## config.mk

```make
export PLATFORM = sky130hd
export DESIGN_NAME = chamber_fan_pwm_regulator_top
export DESIGN_NICKNAME = d
export VERILOG_FILES = /design/src/cfpr_pkg.sv /design/src/cfpr_cfg_regs.sv /design/src/chamber_fan_pwm_regulator_top.sv
export VERILOG_INCLUDE_DIRS = /design/src /design/src/src
export SDC_FILE = /design/constraint.sdc
export NUM_CORES = 1
export LEC_CHECK = 0
export BUFFER_PORTS_ARGS = -buffer_cell sky130_fd_sc_hd__buf_2
export CAP_MARGIN = 20
export CORE_MARGIN = 3
export CORE_UTILIZATION = 60
export CTS_CLUSTER_SIZE = 30
export DETAILED_ROUTE_END_ITERATION = 10
export GPL_TIMING_DRIVEN = 1
export PLACE_DENSITY = 0.78
export SYNTH_ARGS = -nofsm -noshare
export SYNTH_HDL_FRONTEND = slang
export SYNTH_SLANG_ARGS = --single-unit
```

## constraint.sdc

```tcl
create_clock -name aclk -period 12.1 [get_ports aclk]
set_input_delay 1.21 -clock aclk [delete_from_list [all_inputs] [get_ports aclk]]
set_output_delay 1.21 -clock aclk [all_outputs]
set_load 0.02 [all_outputs]
```

## src/chamber_fan_pwm_regulator_top_defines.svh

```systemverilog
// Assertion macros shared by the chamber fan regulator RTL.
`ifndef CHAMBER_FAN_PWM_REGULATOR_TOP_DEFINES_SVH
`define CHAMBER_FAN_PWM_REGULATOR_TOP_DEFINES_SVH

`ifndef NO_ASSERTIONS

// Same-cycle implication, disabled during reset.
`define CFPR_ASSERT_IMP(lbl, pre, post) \
    lbl: assert property (@(posedge aclk) disable iff (!aresetn) (pre) |-> (post)) \
        else $error("cfpr same-cycle check failed");

// Next-cycle implication, disabled during reset.
`define CFPR_ASSERT_NXT(lbl, pre, post) \
    lbl: assert property (@(posedge aclk) disable iff (!aresetn) (pre) |=> (post)) \
        else $error("cfpr next-cycle check failed");

`else

`define CFPR_ASSERT_IMP(lbl, pre, post)
`define CFPR_ASSERT_NXT(lbl, pre, post)

`endif

`endif

```

## src/cfpr_pkg.sv

```systemverilog
// Types, constants and register map of the chamber fan regulator.
package cfpr_pkg;

    localparam int TEMP_W     = 12;
    localparam int DUTY_W     = 8;
    localparam int HELD_W     = 16;
    localparam int COEF_W     = 16;
    localparam int BOOST_W    = 2;
    localparam int CFG_IDX_W  = 4;
    localparam int CFG_DATA_W = 16;
    localparam int ACC_W      = 32;
    localparam int ERR_W      = TEMP_W + 1;
    localparam int PROD_W     = COEF_W + 1 + ERR_W;

    typedef logic signed [ACC_W-1:0] acc_t;

    localparam logic [DUTY_W-1:0] FULL_DUTY  = 8'd255;
    localparam logic [DUTY_W-1:0] KICK_DUTY  = 8'd100;
    localparam logic [DUTY_W-1:0] FLOOR_DUTY = 8'd30;
    localparam int HYST_OFF = 26;
    localparam int HYST_ON  = 38;

    // Filter multiplier codes; the unused code acts as times one.
    localparam logic [BOOST_W-1:0] BOOST_X1 = 2'd0;
    localparam logic [BOOST_W-1:0] BOOST_X2 = 2'd1;
    localparam logic [BOOST_W-1:0] BOOST_X3 = 2'd2;

    // Register indexes.
    localparam logic [CFG_IDX_W-1:0] CFG_RAMP_RATE      = 4'd0;
    localparam logic [CFG_IDX_W-1:0] CFG_RAMP_FLOOR_PWM = 4'd1;
    localparam logic [CFG_IDX_W-1:0] CFG_INTEGRAL_GAIN  = 4'd2;
    localparam logic [CFG_IDX_W-1:0] CFG_FILTER_BOOST   = 4'd3;
    localparam logic [CFG_IDX_W-1:0] CFG_LEGACY_SELECT  = 4'd4;
    localparam logic [CFG_IDX_W-1:0] CFG_CRITICAL_LIMIT = 4'd5;
    localparam logic [CFG_IDX_W-1:0] CFG_OVERHEAT_LIMIT = 4'd6;
    localparam logic [CFG_IDX_W-1:0] CFG_RELEASE_LIMIT  = 4'd7;

    typedef struct packed {
        logic [COEF_W-1:0]  ramp_rate;
        logic [DUTY_W-1:0]  ramp_floor_pwm;
        logic [COEF_W-1:0]  integral_gain;
        logic [BOOST_W-1:0] filter_boost;
        logic               legacy_select;
        logic [TEMP_W-1:0]  critical_limit;
        logic [TEMP_W-1:0]  overheat_limit;
        logic [TEMP_W-1:0]  release_limit;
    } cfg_t;

    localparam cfg_t CFG_RESET = '{
        ramp_rate:      16'd1280,
        ramp_floor_pwm: 8'd0,
        integral_gain:  16'd256,
        filter_boost:   BOOST_X1,
        legacy_select:  1'b1,
        critical_limit: 12'd640,
        overheat_limit: 12'd560,
        release_limit:  12'd480
    };

endpackage

```

## src/cfpr_cfg_regs.sv

```systemverilog
// Configuration register file of the chamber fan regulator.
module cfpr_cfg_regs (
    input  logic                           aclk,
    input  logic                           aresetn,
    input  logic                           wr_en,
    input  logic [cfpr_pkg::CFG_IDX_W-1:0]  wr_index,
    input  logic [cfpr_pkg::CFG_DATA_W-1:0] wr_data,
    output cfpr_pkg::cfg_t                 cfg
);

    cfpr_pkg::cfg_t cfg_reg;

    always_ff @(posedge aclk) begin
        if (!aresetn) begin
            cfg_reg <= cfpr_pkg::CFG_RESET;
        end else if (wr_en) begin
            unique case (wr_index)
                cfpr_pkg::CFG_RAMP_RATE: begin
                    cfg_reg.ramp_rate <= wr_data;
                end
                cfpr_pkg::CFG_RAMP_FLOOR_PWM: begin
                    cfg_reg.ramp_floor_pwm <= wr_data[cfpr_pkg::DUTY_W-1:0];
                end
                cfpr_pkg::CFG_INTEGRAL_GAIN: begin
                    cfg_reg.integral_gain <= wr_data;
                end
                cfpr_pkg::CFG_FILTER_BOOST: begin
                    cfg_reg.filter_boost <= wr_data[cfpr_pkg::BOOST_W-1:0];
                end
                cfpr_pkg::CFG_LEGACY_SELECT: begin
                    cfg_reg.legacy_select <= wr_data[0];
                end
                cfpr_pkg::CFG_CRITICAL_LIMIT: begin
                    cfg_reg.critical_limit <= wr_data[cfpr_pkg::TEMP_W-1:0];
                end
                cfpr_pkg::CFG_OVERHEAT_LIMIT: begin
                    cfg_reg.overheat_limit <= wr_data[cfpr_pkg::TEMP_W-1:0];
                end
                cfpr_pkg::CFG_RELEASE_LIMIT: begin
                    cfg_reg.release_limit <= wr_data[cfpr_pkg::TEMP_W-1:0];
                end
                default: begin
                    // drop writes to unmapped indexes
                end
            endcase
        end
    end

    assign cfg = cfg_reg;

endmodule

```

## src/chamber_fan_pwm_regulator_top.sv

```systemverilog
// Chamber fan PWM regulator: sequencer around one shared adder and one multiplier.
// The result follows the input transaction through the difference, multiply, accumulate,
// scale and limit steps; the limit step waits while the output register is full.
// A new tick is accepted only in idle, after the previous one has finished the limit step.
// Reset clears the kept output, both latches and the registers to their defaults.
`include "chamber_fan_pwm_regulator_top_defines.svh"

module chamber_fan_pwm_regulator_top (
    input  logic                            aclk,
    input  logic                            aresetn,
    // configuration write channel
    input  logic                            cfg_valid,
    output logic                            cfg_ready,
    input  logic [cfpr_pkg::CFG_IDX_W-1:0]  cfg_index,
    input  logic [cfpr_pkg::CFG_DATA_W-1:0] cfg_data,
    // tick input
    input  logic                            s_valid,
    output logic                            s_ready,
    input  logic signed [cfpr_pkg::TEMP_W-1:0] s_chamber_temp,
    input  logic                            s_goal_present,
    input  logic signed [cfpr_pkg::TEMP_W-1:0] s_goal_temp,
    input  logic                            s_auto_request,
    input  logic [cfpr_pkg::DUTY_W-1:0]     s_manual_pwm,
    input  logic [cfpr_pkg::DUTY_W-1:0]     s_auto_ceiling,
    input  logic                            s_fans_turning,
    // result output
    output logic                            m_valid,
    input  logic                            m_ready,
    output logic [cfpr_pkg::DUTY_W-1:0]     m_fan_duty,
    output logic [cfpr_pkg::DUTY_W-1:0]     m_regulated_duty,
    output logic                            m_overheat_active,
    output logic                            m_critical_active
);

    typedef enum logic [2:0] {
        S_IDLE,
        S_DIFF,
        S_MUL,
        S_ACC,
        S_SCALE,
        S_LIMIT
    } state_t;

    typedef logic signed [cfpr_pkg::PROD_W-1:0] prod_t;

    localparam int RAMP_FRAC = 11;
    localparam int LEG_FRAC  = 15;
    localparam cfpr_pkg::acc_t RAMP_OFF_LIM = cfpr_pkg::acc_t'(cfpr_pkg::HYST_OFF * 2048);
    localparam cfpr_pkg::acc_t RAMP_ON_LIM  = cfpr_pkg::acc_t'(cfpr_pkg::HYST_ON * 2048);

    cfpr_pkg::cfg_t cfg;

    state_t state_reg;
    logic   m_valid_reg;
    logic [cfpr_pkg::HELD_W-1:0] held_reg;
    logic   ovh_reg;
    logic   crit_reg;
    logic [cfpr_pkg::DUTY_W-1:0] fan_reg;
    logic [cfpr_pkg::DUTY_W-1:0] regd_reg;

    // captured tick
    logic signed [cfpr_pkg::TEMP_W-1:0] temp_reg;
    logic signed [cfpr_pkg::TEMP_W-1:0] goal_reg;
    logic                               goal_pres_reg;
    logic                               auto_reg;
    logic [cfpr_pkg::DUTY_W-1:0]        manual_reg;
    logic [cfpr_pkg::DUTY_W-1:0]        ceil_reg;
    logic                               turn_reg;

    // shared arithmetic
    cfpr_pkg::acc_t acc_reg;
    logic signed [cfpr_pkg::PROD_W-1:0] prod_reg;
    cfpr_pkg::acc_t add_a;
    cfpr_pkg::acc_t add_b;
    cfpr_pkg::acc_t sum;
    logic signed [cfpr_pkg::COEF_W:0]  mul_a;
    logic signed [cfpr_pkg::ERR_W-1:0] mul_b;
    logic signed [cfpr_pkg::PROD_W-1:0] prod;

    // limit stage
    logic           accept;
    logic           out_free;
    logic           run;
    logic           legacy;
    logic           goal_zero;
    cfpr_pkg::acc_t ceil_ramp;
    cfpr_pkg::acc_t ceil_leg;
    cfpr_pkg::acc_t ramp_v;
    cfpr_pkg::acc_t leg_s;
    logic [cfpr_pkg::HELD_W-1:0] held_next;
    logic [cfpr_pkg::DUTY_W-1:0] regd_next;
    logic [cfpr_pkg::DUTY_W-1:0] fan_next;
    logic ovh_next;
    logic crit_next;

    cfpr_cfg_regs u_cfg_regs (
        .aclk     (aclk),
        .aresetn  (aresetn),
        .wr_en    (cfg_valid),
        .wr_index (cfg_index),
        .wr_data  (cfg_data),
        .cfg      (cfg)
    );

    assign cfg_ready = 1'b1;
    assign s_ready   = (state_reg == S_IDLE);
    assign accept    = s_valid && s_ready;
    assign out_free  = !m_valid_reg || m_ready;
    assign legacy    = cfg.legacy_select;
    assign run       = auto_reg && goal_pres_reg;
    assign goal_zero = (goal_reg == '0);

    // Shared adder: difference, accumulate, then filter scaling.
    always_comb begin
        unique case (state_reg)
            S_DIFF: begin
                add_a = cfpr_pkg::acc_t'(temp_reg);
                add_b = -cfpr_pkg::acc_t'(goal_reg);
            end
            S_ACC: begin
                add_a = cfpr_pkg::acc_t'(prod_reg);
                add_b = legacy ? cfpr_pkg::acc_t'({held_reg, 7'b0})
                               : cfpr_pkg::acc_t'({cfg.ramp_floor_pwm, 11'b0});
            end
            S_SCALE: begin
                add_a = acc_reg;
                if (!legacy && cfg.filter_boost == cfpr_pkg::BOOST_X2) begin
                    add_b = acc_reg;
                end else if (!legacy && cfg.filter_boost == cfpr_pkg::BOOST_X3) begin
                    add_b = acc_reg <<< 1;
                end else begin
                    add_b = '0;
                end
            end
            default: begin
                add_a = '0;
                add_b = '0;
            end
        endcase
        sum = add_a + add_b;
    end

    // Shared multiplier: gain times signed error, or slope times positive excess.
    always_comb begin
        mul_a = legacy ? $signed({1'b0, cfg.integral_gain}) : $signed({1'b0, cfg.ramp_rate});
        if (legacy) begin
            mul_b = acc_reg[cfpr_pkg::ERR_W-1:0];
        end else if (acc_reg < 0) begin
            mul_b = '0;
        end else begin
            mul_b = acc_reg[cfpr_pkg::ERR_W-1:0];
        end
        prod = prod_t'(mul_a) * prod_t'(mul_b);
    end

    // Limit stage: hysteresis, clamps, latches and floors.
    always_comb begin
        ceil_ramp = cfpr_pkg::acc_t'({ceil_reg, {RAMP_FRAC{1'b0}}});
        ceil_leg  = cfpr_pkg::acc_t'({ceil_reg, {LEG_FRAC{1'b0}}});

        ramp_v = acc_reg;
        if (acc_reg < RAMP_OFF_LIM) begin
            ramp_v = '0;
        end else if (acc_reg < RAMP_ON_LIM && held_reg == '0) begin
            ramp_v = '0;
        end
        if (ramp_v > ceil_ramp) begin
            ramp_v = ceil_ramp;
        end

        leg_s = acc_reg;
        if (acc_reg < 0) begin
            leg_s = '0;
        end
        if (leg_s > ceil_leg) begin
            leg_s = ceil_leg;
        end

        if (!run) begin
            held_next = '0;
            regd_next = auto_reg ? '0 : manual_reg;
        end else if (legacy) begin
            held_next = leg_s[cfpr_pkg::HELD_W+6:7];
            regd_next = held_next[cfpr_pkg::HELD_W-1:8];
        end else if (goal_zero) begin
            // ramp with zero target: no duty, keep the held value
            held_next = held_reg;
            regd_next = '0;
        end else begin
            held_next = ramp_v[cfpr_pkg::HELD_W+2:3];
            regd_next = held_next[cfpr_pkg::HELD_W-1:8];
        end

        ovh_next  = ovh_reg;
        crit_next = crit_reg;
        priority if (temp_reg >= $signed(cfg.critical_limit)) begin
            crit_next = 1'b1;
        end else if (temp_reg >= $signed(cfg.overheat_limit)) begin
            ovh_next = 1'b1;
        end else if (temp_reg < $signed(cfg.release_limit)) begin
            ovh_next  = 1'b0;
            crit_next = 1'b0;
        end else begin
            // hold both latches
        end

        priority if (ovh_next || crit_next) begin
            fan_next = cfpr_pkg::FULL_DUTY;
        end else if (regd_next == '0) begin
            fan_next = '0;
        end else if (!turn_reg) begin
            fan_next = (regd_next > cfpr_pkg::KICK_DUTY) ? regd_next : cfpr_pkg::KICK_DUTY;
        end else begin
            fan_next = (regd_next > cfpr_pkg::FLOOR_DUTY) ? regd_next : cfpr_pkg::FLOOR_DUTY;
        end
    end

    // Sequencer, kept state and output register.
    always_ff @(posedge aclk) begin
        if (!aresetn) begin
            state_reg   <= S_IDLE;
            m_valid_reg <= 1'b0;
            held_reg    <= '0;
            ovh_reg     <= 1'b0;
            crit_reg    <= 1'b0;
        end else begin
            if (state_reg == S_LIMIT && out_free) begin
                m_valid_reg <= 1'b1;
            end else if (m_valid_reg && m_ready) begin
                m_valid_reg <= 1'b0;
            end
            unique case (state_reg)
                S_IDLE: begin
                    if (accept) begin
                        state_reg <= S_DIFF;
                    end
                end
                S_DIFF: begin
                    state_reg <= S_MUL;
                end
                S_MUL: begin
                    state_reg <= S_ACC;
                end
                S_ACC: begin
                    state_reg <= S_SCALE;
                end
                S_SCALE: begin
                    state_reg <= S_LIMIT;
                end
                S_LIMIT: begin
                    // hold until the previous transaction has left the output register
                    if (out_free) begin
                        held_reg  <= held_next;
                        ovh_reg   <= ovh_next;
                        crit_reg  <= crit_next;
                        fan_reg   <= fan_next;
                        regd_reg  <= regd_next;
                        state_reg <= S_IDLE;
                    end
                end
                default: begin
                    state_reg <= S_IDLE;
                end
            endcase
        end
    end

    // Input capture and working registers.
    always_ff @(posedge aclk) begin
        if (accept) begin
            temp_reg      <= s_chamber_temp;
            goal_reg      <= s_goal_temp;
            goal_pres_reg <= s_goal_present;
            auto_reg      <= s_auto_request;
            manual_reg    <= s_manual_pwm;
            ceil_reg      <= s_auto_ceiling;
            turn_reg      <= s_fans_turning;
        end
        if (state_reg == S_DIFF || state_reg == S_ACC || state_reg == S_SCALE) begin
            acc_reg <= sum;
        end
        if (state_reg == S_MUL) begin
            prod_reg <= prod;
        end
    end

    assign m_valid           = m_valid_reg;
    assign m_fan_duty        = fan_reg;
    assign m_regulated_duty  = regd_reg;
    assign m_overheat_active = ovh_reg;
    assign m_critical_active = crit_reg;

    `CFPR_ASSERT_IMP(a_latch_forces_full,
        m_valid && (m_overheat_active || m_critical_active),
        m_fan_duty == cfpr_pkg::FULL_DUTY)
    `CFPR_ASSERT_IMP(a_zero_duty_stays_zero,
        m_valid && !m_overheat_active && !m_critical_active && m_regulated_duty == '0,
        m_fan_duty == '0)
    `CFPR_ASSERT_IMP(a_floor_applied,
        m_valid && !m_overheat_active && !m_critical_active && m_regulated_duty != '0,
        m_fan_duty >= m_regulated_duty && m_fan_duty >= cfpr_pkg::FLOOR_DUTY)
    `CFPR_ASSERT_NXT(a_one_tick_in_flight,
        s_valid && s_ready,
        !s_ready)
    `CFPR_ASSERT_NXT(a_held_cleared_without_goal,
        state_reg == S_LIMIT && out_free && !run,
        held_reg == '0)

endmodule

```

; ---- Word level (Yosys, flattened, before mapping)
; Index checks and enable logic that the tools add are counted.
[op_classes]
order_cmp = 10
n_addsub = 2
mul = 1
muxes = 35
n_reduce_logical = 31
n_eq_ne = 17
[ops]
columns = operator, n
row1 = $pmux 32 s3, 2
row2 = $mux 32, 5
row3 = $mux 16, 4
row4 = $mux 8, 8
row5 = $mux 23, 2
row6 = $add 32x32->32, 1
row7 = $gt 32x20->1, 1
row8 = $gt 32x24->1, 1
row9 = $lt 32x1->1 const B, 1
row10 = $lt 32x17->1 const B, 1
row11 = $lt 32x18->1 const B, 1
row12 = $neg 12->32, 1
row13 = $mul 17x13->30, 1
row14 = $mux 13, 2
row15 = $ge 12x12->1, 2
row16 = $reduce_and 2->1, 10
row17 = $mux 19, 1
row18 = $pmux 3 s6, 1
row19 = $eq 4x3->1 const B, 4
row20 = $logic_not 16->1, 1
row21 = $logic_not 12->1, 1
row22 = $lt 12x12->1, 1
row23 = $eq 4x2->1 const B, 2
row24 = $gt 8x5->1 const B, 1
row25 = other kinds (20), 41
[word_totals]
inputBits = 68
elab_cells = 120
reg_bits = 222
out_inout_bits = 21

; ---- Longest topological paths before layout
; Gate-level depths: netlist (run 1).
[depth]
depth_word = 13
mapped_depth = 30
ltp_nobuf = 26

; ---- Cells and area by module
; From an unflattened synthesis (run 1), not the netlist that was laid out.
[hier_totals]
cells_unflattened = 2130
hier_area_um2 = 19966.6
[by_module_without_submodules]
columns = mod, seq_area_each_um2, area_each_um2, cells_per_inst, instances
row1 = chamber_fan_pwm_regulator_top, 4073.9, 17015.1, 1833, 1
row2 = cfpr_cfg_regs, 1581.5, 2951.6, 297, 1

; ---- Least setup slack after synthesis (run 1)
; Ideal clock, no wire load.
[synth_path]
path_type = register to register
start = register u_cfg_regs.cfg_reg (netlist bit u_cfg_regs.cfg[36])
end = register prod_reg[29] in the netlist's numbering, data pin
required_time_ns = 11.840
synth_period_minus_slack_ns = 7.625
n_path_buf = 4
setup_time_ns = 0.260
stages_incl_launch_ff = 26
path_slack_ns = 4.475
t_arrival_ns = 7.365
cell_sequence = dfxtp_1 -> clkbuf_1 -> buf_1 -> clkbuf_1 -> mux2i_1 -> clkbuf_1 -> nand2_1 -> fa_1 -> fa_1 -> inv_1 -> fa_1 -> inv_1 -> fa_1 -> inv_1 -> fa_1 -> fa_1 -> ha_1 -> o211ai_1 -> o31ai_1 -> a41oi_1 -> a211oi_1 -> a211oi_1 -> nor3_1 -> a211o_1 -> a21oi_1 -> xnor2_1
[synth_between]
elab_chain_cells = 2
word_cells_on_any_way = 3
cone_classes = mul: 1 / mux: 2
[synth_lines]
columns = element, line_no
row1 = "start, declared", cfpr_cfg_regs.sv:11  ; cfpr_pkg::cfg_t cfg_reg;
row2 = "start signal, assigned", cfpr_cfg_regs.sv:15  ; cfg_reg <= cfpr_pkg::CFG_RESET;
row3 = $mux 16 or $mux 13 (tied branches), "chamber_fan_pwm_regulator_top.sv:145, chamber_fan_pwm_regulator_top.sv:146"
row4 = $mul 17x13->30 (*), chamber_fan_pwm_regulator_top.sv:153  ; prod = prod_t'(mul_a) * prod_t'(mul_b);
row5 = "named net prod, one bit", chamber_fan_pwm_regulator_top.sv:78  ; logic signed [cfpr_pkg::PROD_W-1:0] prod;
row6 = "end signal, assigned", chamber_fan_pwm_regulator_top.sv:283  ; prod_reg <= prod;
row7 = "end, declared", chamber_fan_pwm_regulator_top.sv:72  ; logic signed [cfpr_pkg::PROD_W-1:0] prod_reg;
; Mark *: on every way through the listed nets, which the timed path passes. The rest lies on a longest branch.
; A chain may end at the register's enable or synchronous reset.

; ---- Final worst setup path (run 1)
[layout_path]
start = register u_cfg_regs.cfg_reg (netlist bit u_cfg_regs.cfg[36])
end = register prod_reg[27] in the netlist's numbering, data pin
; The elaborated chain is that of the path after synthesis.

==> results of run 1 <==
## worst max-delay path, cell delays in order (launching register included)
cell and delay, ns:
dfxtp_2 0.32, inv_1 0.45, nand2_1 0.73, nand2_1 0.36, inv_1 0.29, nand2_1 0.18
fa_1 0.43, fa_1 0.54, inv_1 0.06, fa_1 0.53, inv_1 0.05, fa_1 0.52
inv_1 0.05, fa_1 0.50, fa_1 0.50, ha_1 0.35, o211ai_1 0.16, o31ai_1 0.49
a41oi_1 0.24, a211oi_1 0.44, a211oi_1 0.14, nor3_1 0.38, a21oi_1 0.13, o21bai_1 0.17
xor2_1 0.08
## kinds of logic (layout without fill, tap and decap cells)
logic type      after synthesis  in the layout  share of synthesized area
flops                       222            222                      0.283
xor+xnor                     58             58                     0.0254
simple gates                710            710                      0.168
other cells                   1              1                   0.000187
compound gates              393            393                      0.143
fa+ha+maj                   346            346                      0.274
buf+inv                     326            385                     0.0622
mux                          85             85                     0.0441
## layer usage
layer  vias to the layer above  track usage  part of all wire
li1                       7472            -                 -
met3                       156       0.0359             0.070
met5                         -            0                 0
met4                         0        0.128             0.049
met1                      7811        0.400              0.40
met2                       683        0.538              0.48
## power by group
part,internal (W),total [W],switching (W)
registers,0.000878,0.000949,0.0000706
clock network,0.000442,0.000762,0.000320
logic,0.000291,0.000743,0.000451
total,0.00161,0.00245,0.000842
## per-stage QoR
step           setup slack, ns  cell area (um2)
5_1_grt                   3.12            21600
3_5_place_dp              3.75            20800
2_1_floorplan             4.47            20000
6_report                  3.70            21600
4_1_cts                   3.73            21600
3_3_place_gp              3.99            20800
## worst paths after layout
| kind | startpoint | to | slack [ns] | cells past startpoint |
|---|---|---|---|---|
| worst min register to register | u_cfg_regs.cfg[11] | u_cfg_regs.cfg[11] | 0.47 | 2 |
| worst min-delay path | u_cfg_regs.cfg[11] | u_cfg_regs.cfg[11] | 0.47 | 2 |
| worst max register to register | u_cfg_regs.cfg[36] | prod_reg[27] | 3.70 | 24 |
| worst max-delay path | u_cfg_regs.cfg[36] | prod_reg[27] | 3.70 | 24 |
## final cells by class
class	instances	area [um2]	share of cell area
Sequential cell	222	5660	0.261
Clock buffer	31	711	0.0328
Tap cell	442	553	0.0256
Clock inverter	15	120	0.00555
Multi-Input combinational cell	1593	13100	0.607
Inverter	235	882	0.0408
Timing Repair Buffer	104	573	0.0265
## cells in the final DEF (no fill, tap or decap), types with 18 or more instances in the layout
master     netlist  layout
nand2_1        308     308
inv_1          234     234
ha_1           191     191
fa_1           155     155
nor2_1         149     149
edfxtp_1       121     121
dfxtp_1        101     100
buf_2            5      88
mux2i_1         63      63
nor2b_1         62      62
a21oi_1         61      61
o21ai_0         53      53
a21boi_0        43      43
xnor2_1         41      41
a22oi_1         37      37
nand3_1         36      36
nor3_1          28      28
clkbuf_16        0      27
and2_1          24      23
a221o_1         22      22
and3_1          21      21
a21o_1          21      21
mux2_2          20      20
o21a_1          20      20
o211ai_1        18      18
## cells in the mapped netlist (43+ instances only)
cell type,instances
fa_1,155
nand2_1,308
clkbuf_1,79
nor2b_1,62
nor2_1,149
inv_1,234
o21ai_0,53
mux2i_1,63
edfxtp_1,121
ha_1,191
a21oi_1,61
a21boi_0,43
dfxtp_1,101
==> run summary, run 1 <==
setup_tns: 0 ns
Fillers: 2,672
#FFs+latches synth: 222
Overall Global Routing Usage: 0.312
dpl cells: 2,595
DR vias: 16,100
Hold Crit Class: reg -> reg
Final min period: 8.40 ns
sequential fraction of the synthesis area: 0.283
Die Footprint: 35,600 um2
Worst Skew: 0.0259 ns
first-pass GRT wire length: 88,300 um
total core area: 32,700 um2
Req. time, crit path: 12.39 ns
WS Path Type: reg -> reg
drt wl/cell: 20.6 um
Clock transition at path regs: 0.06 ns
PwrDens: 113 nW/um2
Unique masters post-synth: 99
Leakage: 9.71 nW
hpwl dp: 42,500 um
Hold Buf Count CTS: 0
FFs w/ async S/R, synth: 0
Root Buffer: clkbuf_16
area grow syn2layout: 8.10%
RD Place Congestion: 1.00
YS warnings: 0
Post-CTS Setup Inserts: 0
crit share post-route: 0.694
gr ovfl total: 0
Final Util: 0.662
Detailed Route WL: 54,500 um
WP data arrival: 8.69 ns
number of synthesized flops with an enable pin: 121
antenna-violating nets left: 0
DRT Pass-1 Iters: 5
CTS tree: yes
syn avg cell area: 9.35 um2
Bufs on Longest Clock Path: 3
CTS Buf Count: 25
largest net degree at the start of global routing: 97
worst-path maximum fanout: 32
post-synthesis net count: 2,555
Synth Instances: 2,141
Most used DFF post-synth: edfxtp_1
DIE HEIGHT: 189 um
initial antenna violation count: 0
Antenna Cells: 0
startpoint class of the critical path: flip-flop
DR iter-0 viols: 1,453
CTS resizes: 0
Synth area leaders: edfxtp_1, fa_1, ha_1
Worst setup EP type: flip-flop
# DRC: 0
status: finished clean
Final Hold Viols: 0
# IOs: 89
layout cells sized above 1: 0.0936
fin nets: 2,595
fmax: 119 MHz
Pwr Total: 0.00245 W
Port Buffers: 87
clk sink count: 222
Syn Std Cell Area: 20,000 um2
number of global-route vias before repair: 16,500
clock latency on the worst-skew pair: 0.56 ns
Finished Layout Cells: 2,642
Initial Util: 0.612
max_cap viols: 0
number of flip-flops in the largest register: 79
Synth area leader: edfxtp_1
Rel. slew slack: 0.296
Vias/cell: 6.10
Worst Hold Slack: 0.472 ns
Pins Over Slew Limit: 0
row cnt: 66
Max VDD drop: 0.000107 V
final setup vio count: 0
Die Width: 189 um
H-tree depth: 1
Worst Tran Pin Value: 1.03 ns
RSZ-0062 raised after global routing: false
Yosys top cell area share: 0.182
No activity file was read; power rests on OpenSTA's default activity.
==> run 2: changes to the inputs <==
==> constraint.sdc (replaced) <==
create_clock -name aclk -period 7.9 [get_ports aclk]
set_input_delay 0.79 -clock aclk [delete_from_list [all_inputs] [get_ports aclk]]
set_output_delay 0.79 -clock aclk [all_outputs]
set_load 0.02 [all_outputs]
==> run 2 against run 1 <==
  * First-iteration DRC count is 1.5% higher
  * Power increased by 60%
  * Global-route usage grew 1.3 points
  * Clock power up 69%
  * Design area is 1.2% higher
  * Critical endpoint is now prod_reg[29]
  * Highest routed layer unchanged
==> run summary, run 2 (synthesis results as in run 1) <==
status: finished clean
initial antenna violation count: 1
CTS tree: yes
clk sink count: 222
layout cells sized above 1: 0.105
hold path depth: 1
Detailed Route WL: 57,900 um
DR vias: 16,400
CP most frequent cell: fa_1
number of flip-flops in the largest register: 79
row cnt: 66
reg2reg setup slack: 0.44 ns
first-pass GRT wire length: 91,000 um
Post-CTS Setup Inserts: 0
fmax: 134 MHz
Worst path slowest cell: mux2i_1
Worst Skew: 0.0235 ns
area grow syn2layout: 9.36%
hpwl dp: 44,800 um
Final min period: 7.46 ns
crit share post-route: 0.944
Vias/cell: 6.16
Pins Over Slew Limit: 0
Initial Util: 0.612
Finished Layout Cells: 2,662
clock latency on the worst-skew pair: 0.56 ns
startpoint class of the critical path: flip-flop
commonest non-fill, non-tap cell in the layout: nand2_1
drt wl/cell: 21.8 um
Rel. slew slack: 0.372
Final Hold Viols: 0
# IOs: 89
number of global-route vias before repair: 16,500
Leakage: 9.83 nW
max_cap viols: 0
Die Width: 189 um
DR iter-0 viols: 1,475
Crit path max-delay family: adder cells
Reg2Reg Depth: 21
antenna-violating nets left: 0
Max VDD drop: 0.000154 V
worst-path maximum fanout: 55
DP Worst Slack: 0.169 ns
Die Footprint: 35,600 um2
FF-to-FF Start: u_cfg_regs.cfg[36]
Root Buffer: clkbuf_16
final setup vio count: 0
Req. time, crit path: 8.19 ns
DRT Pass-1 Iters: 6
WP data arrival: 7.75 ns
CP Cell Sequence: buf_6, mux2i_1, nor2_1, fa_1, fa_1, fa_1, inv_1, fa_1, inv_1, fa_1, fa_1, ha_1, o211ai_1, o31ai_2, a41oi_1, a211oi_1, a211oi_1, nor3_1, a211o_1, a21oi_1, xnor2_1
largest net degree at the start of global routing: 62
CTS resizes: 0
Worst Tran Pin Value: 0.942 ns
Clock transition at path regs: 0.06 ns
H-tree depth: 1
slowest stage delay, CP: 0.64 ns
total core area: 32,700 um2
fin nets: 2,614
Fillers: 2,673
CTS Buf Count: 26
PwrDens: 179 nW/um2
Hold Buf Count CTS: 0
Antenna Cells: 0
gr ovfl total: 0
Pwr Total: 0.00392 W
most frequent cells in the layout: nand2_1, inv_1, ha_1
# DRC: 0
RD Place Congestion: 1.00
Worst setup EP type: flip-flop
Final WS setup: 0.444 ns
RR Endpoint: prod_reg[29]
CP Buf/Inv Count: 3
Bufs on Longest Clock Path: 3
DIE HEIGHT: 189 um
Port Buffers: 87
RSZ-0062 raised after global routing: false
Overall Global Routing Usage: 0.325
WS Path Type: reg -> reg
min-delay src: s_chamber_temp[9]
dpl cells: 2,613
setup_tns: 0 ns
hold path endpoint: temp_reg[9]
Hold Crit Class: in -> reg
==> run 2: cell count changes in the layout (fill, tap and decap cells not counted), sizes merged <==
cell      previous run  this run
buf                104       122
bufinv               1         4
clkbuf              31        32
clkinv              11         5
clkinvlp             0         3
inv                238       239
==> run 2: how the worst max path moves through the flow <==
stage                                  start      endpoint  slack (ns)  depth (start not counted)
after floorplan           u_cfg_regs.cfg[36]  prod_reg[29]        0.27                         25
after global routing      u_cfg_regs.cfg[36]  prod_reg[27]        0.10                         22
final                     u_cfg_regs.cfg[36]  prod_reg[29]        0.44                         21
after CTS                 u_cfg_regs.cfg[36]  prod_reg[29]        0.14                         21
after detailed placement  u_cfg_regs.cfg[36]  prod_reg[29]        0.17                         21
after global placement    u_cfg_regs.cfg[36]  prod_reg[29]        0.32                         22
==> run 2: cell type report <==
class,instances,area (um2),area share
timing repair buffer,122,714,0.0326
sequential,222,5660,0.258
inverter,235,882,0.0403
clock buffer,32,707,0.0323
multi-input combinational,1593,13200,0.601
tap,442,553,0.0253
clock inverter,16,224,0.0102
==> run 2: where the power goes <==
part	internal, W	switching [W]
clock	0.000778	0.000513
sequential	0.00135	0.0000983
combinational	0.000454	0.000728
total	0.00258	0.00134
==> run 2: through the flow <==
stage	util	hold WS (ns)	area [um2]
2_1_floorplan	-	0.442	20000
3_3_place_gp	0.640	0.451	20900
3_5_place_dp	0.640	0.459	20900
4_1_cts	0.668	0.382	21900
5_1_grt	0.669	0.390	21900
6_report	0.669	0.403	21900
==> run 2: routing by layer <==
layer / vias to the layer above / GRT usage / share of wire
met3: 180 / 0.0484 / 0.078
met2: 776 / 0.555 / 0.48
met5: - / 0 / 0
met1: 7952 / 0.414 / 0.39
li1: 7501 / - / -
met4: 0 / 0.135 / 0.050
==> run 2: worst register-to-register path, cell delays in order, from the launching register on <==
cell and delay, ns:
dfxtp_2 0.33, buf_6 0.46, mux2i_1 0.68, nor2_1 0.14, fa_1 0.43, fa_1 0.49, fa_1 0.55, inv_1 0.07
fa_1 0.47, inv_1 0.05, fa_1 0.50, fa_1 0.50, ha_1 0.35, o211ai_1 0.18, o31ai_2 0.42, a41oi_1 0.24
a211oi_1 0.46, a211oi_1 0.15, nor3_1 0.38, a211o_1 0.19, a21oi_1 0.07, xnor2_1 0.12
